## config.mk

```make
export PLATFORM = sky130hd
export DESIGN_NAME = time_alarm_command_parser
export DESIGN_NICKNAME = d
export VERILOG_FILES = /design/src/design/tacp_pkg.sv /design/src/design/time_alarm_command_parser.sv /design/src/design/tacp_parser.sv
export SDC_FILE = /design/constraint.sdc
export NUM_CORES = 1
export LEC_CHECK = 0
export ABC_AREA = 1
export ABC_CLOCK_PERIOD_IN_PS = 2290
export BUFFER_PORTS_ARGS = -buffer_cell sky130_fd_sc_hd__buf_2
export CORE_AREA = 2 2 69 71
export DETAILED_ROUTE_END_ITERATION = 7
export DIE_AREA = 0 0 71 73
export GPL_TIMING_DRIVEN = 0
export PLACE_DENSITY = 0.87
export SYNTH_ARGS = -nofsm -noshare
export SYNTH_HDL_FRONTEND = slang
export SYNTH_SLANG_ARGS = --single-unit
export TNS_END_PERCENT = 20
```

## constraint.sdc

```tcl
create_clock -name clk -period 2.29 [get_ports clk]
set_input_delay 0.3435 -clock clk [delete_from_list [all_inputs] [get_ports clk]]
set_output_delay 0.3435 -clock clk [all_outputs]
set_load 0.02 [all_outputs]
```

## src/design/tacp_pkg.sv

```systemverilog
// ----------------------------------------------------------------------------
// tacp_pkg
// Shared types and constants for the time/alarm command parser.
// ----------------------------------------------------------------------------
`default_nettype none

package tacp_pkg;

    // Default payload capacity of one packet, in bytes
    localparam int PACKET_DEPTH_DEFAULT = 128;

    // Operation codes carried with each request
    localparam logic OP_BYTE  = 1'b0;
    localparam logic OP_CLEAR = 1'b1;

    // Command characters
    localparam logic [7:0] CHAR_TIME    = 8'h45;  // 'E'
    localparam logic [7:0] CHAR_ALARM   = 8'h4C;  // 'L'
    localparam logic [7:0] CHAR_SET     = 8'h3D;  // '='
    localparam logic [7:0] CHAR_QUERY   = 8'h3F;  // '?'
    localparam logic [7:0] CHAR_END     = 8'h2E;  // '.'

    // Command flag values
    localparam logic [1:0] FLAG_NONE        = 2'd0;
    localparam logic [1:0] FLAG_TIME_SET    = 2'd1;
    localparam logic [1:0] FLAG_ALARM       = 2'd2;
    localparam logic [1:0] FLAG_TIME_QUERY  = 2'd3;

    // One request: an operation and a received byte
    typedef struct packed {
        logic       op;
        logic [7:0] rx_byte;
    } cmd_t;

    // One result
    typedef struct packed {
        logic [1:0] command_flag;
        logic       payload_valid;
        logic [7:0] payload_byte;
        logic [6:0] payload_index;
        logic       packet_done;
        logic [7:0] packet_length;
        logic       overflow;
    } res_t;

endpackage

`default_nettype wire

```

## src/design/time_alarm_command_parser.sv

```systemverilog
// ----------------------------------------------------------------------------
// time_alarm_command_parser
// Parses time/alarm set and query commands from a received byte stream.
// ----------------------------------------------------------------------------
// Takes one request per cycle and returns exactly one result per request:
// the request is captured in an input register, decoded by a single parse
// step (state, byte counter, command flag) and written to a result register.
// Throughput is one request per clock while res_stall is low; a stalled
// result holds and back-pressure reaches cmd_stall in the same cycle. The
// command flag stays set until a clear request, and new commands are ignored
// while it is set.
`default_nettype none

module time_alarm_command_parser
    import tacp_pkg::*;
#(
    parameter int PACKET_DEPTH = PACKET_DEPTH_DEFAULT
)
(
    input  wire logic clk,
    input  wire logic rst_n,
    input  wire logic cmd_valid,
    output logic      cmd_stall,
    input  wire cmd_t cmd,
    output logic      res_valid,
    input  wire logic res_stall,
    output res_t      res
);

    logic stage_valid_reg;
    cmd_t stage_reg;
    logic res_valid_reg;
    res_t res_reg;
    res_t parse_res;
    logic advance;

    // Result register moves when empty or taken
    assign advance   = !res_valid_reg || !res_stall;
    assign cmd_stall = stage_valid_reg && !advance;
    assign res_valid = res_valid_reg;
    assign res       = res_reg;

    // Hold the accepted request in the input register
    always_ff @(posedge clk or negedge rst_n)
    begin
        if (!rst_n)
        begin
            stage_valid_reg <= 1'b0;
        end
        else if (!cmd_stall)
        begin
            stage_valid_reg <= cmd_valid;
        end
    end

    always_ff @(posedge clk)
    begin
        if (!cmd_stall && cmd_valid)
        begin
            stage_reg <= cmd;
        end
    end

    tacp_parser #(
        .PACKET_DEPTH(PACKET_DEPTH)
    ) u_parser (
        .clk   (clk),
        .rst_n (rst_n),
        .fire  (stage_valid_reg && advance),
        .cmd   (stage_reg),
        .res   (parse_res)
    );

    // Load the result register
    always_ff @(posedge clk or negedge rst_n)
    begin
        if (!rst_n)
        begin
            res_valid_reg <= 1'b0;
        end
        else if (advance)
        begin
            res_valid_reg <= stage_valid_reg;
        end
    end

    always_ff @(posedge clk)
    begin
        if (advance && stage_valid_reg)
        begin
            res_reg <= parse_res;
        end
    end

endmodule

`default_nettype wire

```

## src/design/tacp_parser.sv

```systemverilog
// ----------------------------------------------------------------------------
// tacp_parser
// Parse state, payload byte counter and command flag. Consumes one request
// per cycle when fire is high and produces its result combinationally.
// ----------------------------------------------------------------------------
`default_nettype none

module tacp_parser
    import tacp_pkg::*;
#(
    parameter int PACKET_DEPTH = PACKET_DEPTH_DEFAULT
)
(
    input  wire logic clk,
    input  wire logic rst_n,
    input  wire logic fire,
    input  wire cmd_t cmd,
    output res_t      res
);

    localparam int CW = $clog2(PACKET_DEPTH + 1);

    localparam logic [2:0] ST_IDLE        = 3'd0;
    localparam logic [2:0] ST_TIME_CMD    = 3'd1;
    localparam logic [2:0] ST_ALARM_CMD   = 3'd2;
    localparam logic [2:0] ST_TIME_DATA   = 3'd3;
    localparam logic [2:0] ST_ALARM_DATA  = 3'd4;
    localparam logic [2:0] ST_TIME_TAIL   = 3'd5;
    localparam logic [2:0] ST_ALARM_TAIL  = 3'd6;

    logic [2:0]    state_reg, state_next;
    logic [CW-1:0] count_reg, count_next;
    logic [1:0]    flag_reg, flag_next;
    logic [7:0]    count_lo;
    logic          has_room;
    logic [7:0]    b;

    assign b        = cmd.rx_byte;
    assign count_lo = 8'(count_reg);
    assign has_room = (count_reg < CW'(PACKET_DEPTH));

    // Decode one request against the current parse state
    always_comb
    begin
        state_next = state_reg;
        count_next = count_reg;
        flag_next  = flag_reg;
        res        = '0;

        if (cmd.op == OP_CLEAR)
        begin
            flag_next = FLAG_NONE;
        end
        else
        begin
            unique case (state_reg) inside
                ST_IDLE:
                begin
                    if (flag_reg == FLAG_NONE && b == CHAR_TIME)
                    begin
                        state_next = ST_TIME_CMD;
                        count_next = '0;
                    end
                    else if (flag_reg == FLAG_NONE && b == CHAR_ALARM)
                    begin
                        state_next = ST_ALARM_CMD;
                        count_next = '0;
                    end
                end
                ST_TIME_CMD, ST_ALARM_CMD:
                begin
                    if (b == CHAR_SET)
                    begin
                        state_next = (state_reg == ST_TIME_CMD) ? ST_TIME_DATA
                                                                : ST_ALARM_DATA;
                    end
                    else if (b == CHAR_QUERY)
                    begin
                        state_next = ST_IDLE;
                        flag_next  = (state_reg == ST_TIME_CMD) ? FLAG_TIME_QUERY
                                                                : FLAG_ALARM;
                    end
                end
                ST_TIME_DATA, ST_ALARM_DATA:
                begin
                    if (b == CHAR_END)
                    begin
                        state_next = (state_reg == ST_TIME_DATA) ? ST_TIME_TAIL
                                                                 : ST_ALARM_TAIL;
                    end
                    else if (has_room)
                    begin
                        res.payload_valid = 1'b1;
                        res.payload_byte  = b;
                        res.payload_index = count_lo[6:0];
                        count_next        = count_reg + CW'(1);
                    end
                    else
                    begin
                        res.overflow = 1'b1;
                    end
                end
                ST_TIME_TAIL, ST_ALARM_TAIL:
                begin
                    state_next        = ST_IDLE;
                    flag_next         = (state_reg == ST_TIME_TAIL) ? FLAG_TIME_SET
                                                                    : FLAG_ALARM;
                    res.packet_done   = 1'b1;
                    res.packet_length = count_lo;
                end
                default:
                begin
                    state_next = ST_IDLE;
                end
            endcase
        end

        res.command_flag = flag_next;
    end

    // Advance parser state on each consumed request
    always_ff @(posedge clk or negedge rst_n)
    begin
        if (!rst_n)
        begin
            state_reg <= ST_IDLE;
            count_reg <= '0;
            flag_reg  <= FLAG_NONE;
        end
        else if (fire)
        begin
            state_reg <= state_next;
            count_reg <= count_next;
            flag_reg  <= flag_next;
        end
    end

endmodule

`default_nettype wire

```

# Word-level counts from Yosys, hierarchy flattened
# Cells that the tools add are included.
[totals] ff_bits=52 latch_bits=0 mem_bits_rw=0 mem_bits_ro=0 in_bits=13 out_inout_bits=30 word_cells=79 n_memories=0
[op_classes] n_addsub=1 multipliers=0 div_mod_pow=0 order_cmp=1 eq_ne=16 n_shift=0 muxes=22 bitwise=4 n_reduce_logical=21
[ops] cell="$mux W8" n=4
[ops] cell="$eq A8 B6 Y1 const B" n=3
[ops] cell="$mux W3" n=6
[ops] cell="$eq A8 B7 Y1 const B" n=2
[ops] cell="$mux W16" n=1
[ops] cell="$pmux W8 S2" n=1
[ops] cell="$mux W2" n=5
[ops] cell="$eq A3 B3 Y1 const B" n=3
[ops] cell="$mux W9" n=1
[ops] cell="$pmux W3 S3" n=1
[ops] cell="$add A8 B1 Y8 const B" n=1
[ops] cell="$lt A8 B8 Y1 const B" n=1
[ops] cell="$reduce_or A2 Y1" n=4
[ops] cell="$eq A3 B2 Y1 const B" n=2
[ops] cell="$reduce_and A6 Y1" n=1
[ops] cell="$logic_and A1 B1 Y1" n=5
[ops] cell="$reduce_and A5 Y1" n=1
[ops] cell="$logic_not A1 Y1" n=4
[ops] cell="$ne A2 B1 Y1 const B" n=2
[ops] cell="$not A1 Y1" n=4
[ops] cell="$pmux W2 S2" n=1
[ops] cell="$reduce_or A4 Y1" n=1
[ops] cell="$eq A3 B1 Y1 const B" n=1
[ops] cell="$logic_not A3 Y1" n=1
[ops] cell="other kinds (8)" n=9

# Depth between registers and ports, before layout
[logic_depth] word_depth=6 ltp_mapped=10 mapped_depth_nobuf=10

# By module
# Synthesis repeated with hierarchy kept, for this count alone.
[unflattened] cells_unflattened=266 area_unflattened_um2=2538.7
[modules_own_cells] module="tacp_parser" instances=1 cells_per_inst=217 area_each_um2=1332.5 seq_area_each_um2=325.3
[modules_own_cells] module="time_alarm_command_parser" instances=1 cells_per_inst=49 area_each_um2=1206.2 seq_area_each_um2=1161.1

# Least setup slack after synthesis
# No wires, ideal clock.
[synth_timing] path_type="reg-to-reg" start="register res_valid_reg, in the netlist res_valid" end="register u_parser.state_reg[0]" setup_ps=65 arrival_ps=1854 required_ps=2225 path_slack_ps=371 stages_incl_launch_ff=8 path_buffers=0 synth_period_minus_slack_ps=1919 path_cell_list="dfrtp_1 > nand2_1 > nand2_1 > inv_1 > nand3_1 > nor2_1 > nand2_1 > nand2_1"
[synth_via] elab_chain_cells=4
[synth_rtl] item="start, declared" line_no="time_alarm_command_parser.sv:32" rtl="logic res_valid_reg;"
[synth_rtl] item="start signal, assigned" line_no="time_alarm_command_parser.sv:83" rtl="res_valid_reg <= stage_valid_reg;"
[synth_rtl] item="$logic_not A1 Y1" line_no="time_alarm_command_parser.sv:38" rtl="assign advance = !res_valid_reg || !res_stall;"
[synth_rtl] item="$logic_or A1 B1 Y1" line_no="time_alarm_command_parser.sv:38"
[synth_rtl] item="$logic_and A1 B1 Y1" line_no="time_alarm_command_parser.sv:69" rtl=".fire (stage_valid_reg && advance),"
[synth_rtl] item="named net u_parser.fire" line_no="tacp_parser.sv:16" rtl="input wire logic fire,"
[synth_rtl] item="$reduce_and A5 Y1 (no line)"
[synth_rtl] item="end signal, assigned" line_no="tacp_parser.sv:132" rtl="state_reg <= state_next;"
[synth_rtl] item="end, declared" line_no="tacp_parser.sv:31" rtl="logic [2:0] state_reg, state_next;"
# The timed path passes the listed nets, and every way through them passes these cells.
# A chain may end at the register's enable or synchronous reset.

# Final worst setup path
# Same ends and word-level chain as after synthesis.

==> impl_metrics.json <==
{
  "clock.fmax_mhz": 502,
  "slowest_stage": "clkinvlp_4",
  "intPower_uw": 1510,
  "crit_chain": "nand2_1 > nand2_1 > clkinvlp_4 > nand3_1 > nor2_1 > nand2_1 > nand2_1",
  "tightest_slew_ns": 0.664,
  "met1_usage": 0.212,
  "drc": 0,
  "ant_nets": 0,
  "synth-edff-count": 37,
  "grt-busiest-layer": "met2",
  "rsz0062_at_grt": "false",
  "wl_per_cell_um": 12.9,
  "power_density_mw_per_mm2": 759,
  "synth_nets": 255,
  "p_switching_uw": 570,
  "first_iter_violations": 145,
  "io_pins": 43,
  "multi_input_area_um2": 722,
  "clock_sinks": 52,
  "largest_register_ffs": 28,
  "nNetsFinal": 305,
  "final_common_cell": "nand2_1",
  "yosys_warnings": 0,
  "slew_violations": 0,
  "seqPwrFrac": 0.537,
  "grt_use_met2": 0.315,
  "grt-ovfl-total": 0,
  "cp_top_family": "simple AND/OR/NAND/NOR gates",
  "ir_drop_mv": 0.311,
  "hold_viol_final": 0,
  "die-area_mm2": 0.00518,
  "synth_cell_type_count": 28,
  "avgSynthCellArea_um2": 9.73,
  "areaGrowthSynthToFinish_pct": 17.0,
  "diodes": 0,
  "worstPathMaxFanout": 32,
  "fp.dieW_um": 71,
  "use_met3": 0.0359,
  "max_slew_margin": 0.557,
  "outcome": "finished clean",
  "n_fill_cell": 365,
  "cts_tree": "done",
  "ctsLongestPathBuffers": 2,
  "numCtsBuffers": 5,
  "io_buffers": 42,
  "max_cap_violations": 0,
  "critPathLaunchType": "flop",
  "crit_required_ns": 2.48,
  "utilization": 0.605,
  "setup.worst_path.end_class": "flop",
  "fin_crit_ns": 1.99,
  "p_sw_frac": 0.274,
  "ys_ff_latch": 52,
  "grt_pass1_vias": 1647,
  "antenna_found_initial": 0,
  "period_share": 0.871,
  "num_vias": 1765,
  "final_cell_mix": "nand2_1 (63), nor2_1 (48), buf_2 (43)",
  "rows": 25,
  "cts-root-buf": "clkbuf_8",
  "finClkSkew_ns": 0.00511,
  "yosysSeqAreaShare": 0.634,
  "place_congestion": 0.898,
  "power_frac_clock": 0.291,
  "drive_gt1_frac": 0.212,
  "place_hpwl_um": 3140,
  "crit_path_max_incr_delay_ns": 0.58,
  "fin_tns_setup_ns": 0,
  "ys_async_sr_fraction": 0.288,
  "hold_path.class": "in -> reg",
  "arrival_ns": 2.18,
  "clk_pin_slew_ns": 0.09,
  "grt_max_degree": 33,
  "finalSetupViolations": 0,
  "crit_buf_inv": 1,
  "clk_latency_ns": 0.30,
  "path_class": "reg -> reg",
  "p_leak_uw": 0.00125,
  "path_common_cell": "nand2_1",
  "die_h_um": 73,
  "h-tree-depth": 2,
  "drt-total-wl_um": 4480,
  "core_mm2": 0.00454,
  "power_uw": 2080,
  "grt_first_pass_wirelength_um": 7110,
  "initial_core_util": 0.517,
  "seqCellArea_mm2": 0.00149,
  "mappedNetlistArea_mm2": 0.00234,
  "routed_via_density": 5.10,
  "synth_cells": 241,
  "dr.pass1.iters": 4,
  "p_comb_frac": 0.172,
  "grt_usage": 0.177,
  "synth_ff_type": "edfxtp_1"
}
area by class of cell:
class | count | share of cell area
Buffer | 3 | 0.00866
Clock buffer | 6 | 0.0264
Sequential cell | 52 | 0.542
Tap cell | 54 | 0.0246
Multi-Input combinational cell | 156 | 0.263
Inverter | 30 | 0.0424
Timing Repair Buffer | 43 | 0.0803
Clock inverter | 2 | 0.0128
kinds of logic after synthesis:
logic type | count (synthesis) | share of synthesized area
adders and majority gates | 1 | 0.00534
DFF | 52 | 0.634
buffers and inverters | 33 | 0.0582
and+or+nand+nor | 131 | 0.235
xor gates and xnor gates | 4 | 0.0149
AOI/OAI and AO/OA | 20 | 0.0523
layer usage:
metal,routed length [µm],share of wire
met2,2330,0.52
met4,91,0.020
met3,206,0.046
met1,1850,0.41
met5,0,0
synthesized netlist by cell type, types with 2 or more instances:
cell	count	area share
inv_1	28	0.045
o21ai_1	9	0.019
o211ai_1	2	0.0064
nand3_1	9	0.019
nor3_1	3	0.0064
a21oi_1	2	0.0043
o21ai_0	4	0.0085
nand2_4	2	0.0096
inv_2	2	0.0032
dfrtp_1	15	0.16
nand2_1	63	0.10
edfxtp_1	37	0.47
xor2_1	3	0.011
nor2_1	48	0.077
metrics by stage:
step                      hold WS [ns]  cell area, µm²  setup WS (ns)  std cells
after floorplan                 0.0479            2340          0.371        241
after global placement           0.269            2620         0.0717        337
after detailed placement         0.266            2620        -0.0521        337
after CTS                        0.211            2740          0.280        346
after global routing             0.212            2740          0.150        346
final                            0.216            2740          0.296        346
power groups by stage:
stage	Sequential, µW	Clock (µW)	Combinational, µW
2_1_floorplan	1200	0	191
3_3_place_gp	1140	0	341
3_5_place_dp	1140	0	350
4_1_cts	1120	613	359
5_1_grt	1130	646	390
6_report	1120	606	358
worst paths after layout:
path,start,end,slack [ns],cells past startpoint
setup / recovery,res_valid,u_parser.state_reg[0],0.30,7
hold / removal,cmd[6],stage_reg[6],0.22,1
setup reg to reg,res_valid,u_parser.state_reg[0],0.30,7
hold reg to reg,u_parser.count_lo[7],u_parser.count_lo[7],0.50,2
max in group asynchronous,rst_n,u_parser.count_lo[0],1.55,2
min in group asynchronous,rst_n,u_parser.count_lo[3],0.47,2
worst register-to-register path, cell delays in order (launching register included):
cell and delay [ns]:
dfrtp_1 0.36, nand2_1 0.09, nand2_1 0.19, clkinvlp_4 0.58, nand3_1 0.41, nor2_1 0.12, nand2_1 0.07, nand2_1 0.05
repair_timing:
action	CTS	global route
hold buffers	1	0
resized for setup	1	0
setup endpoints to repair	2	0
endpoints found under the hold margin	15	0
setup buffers	0	0
(Power assumes the default switching activity.)
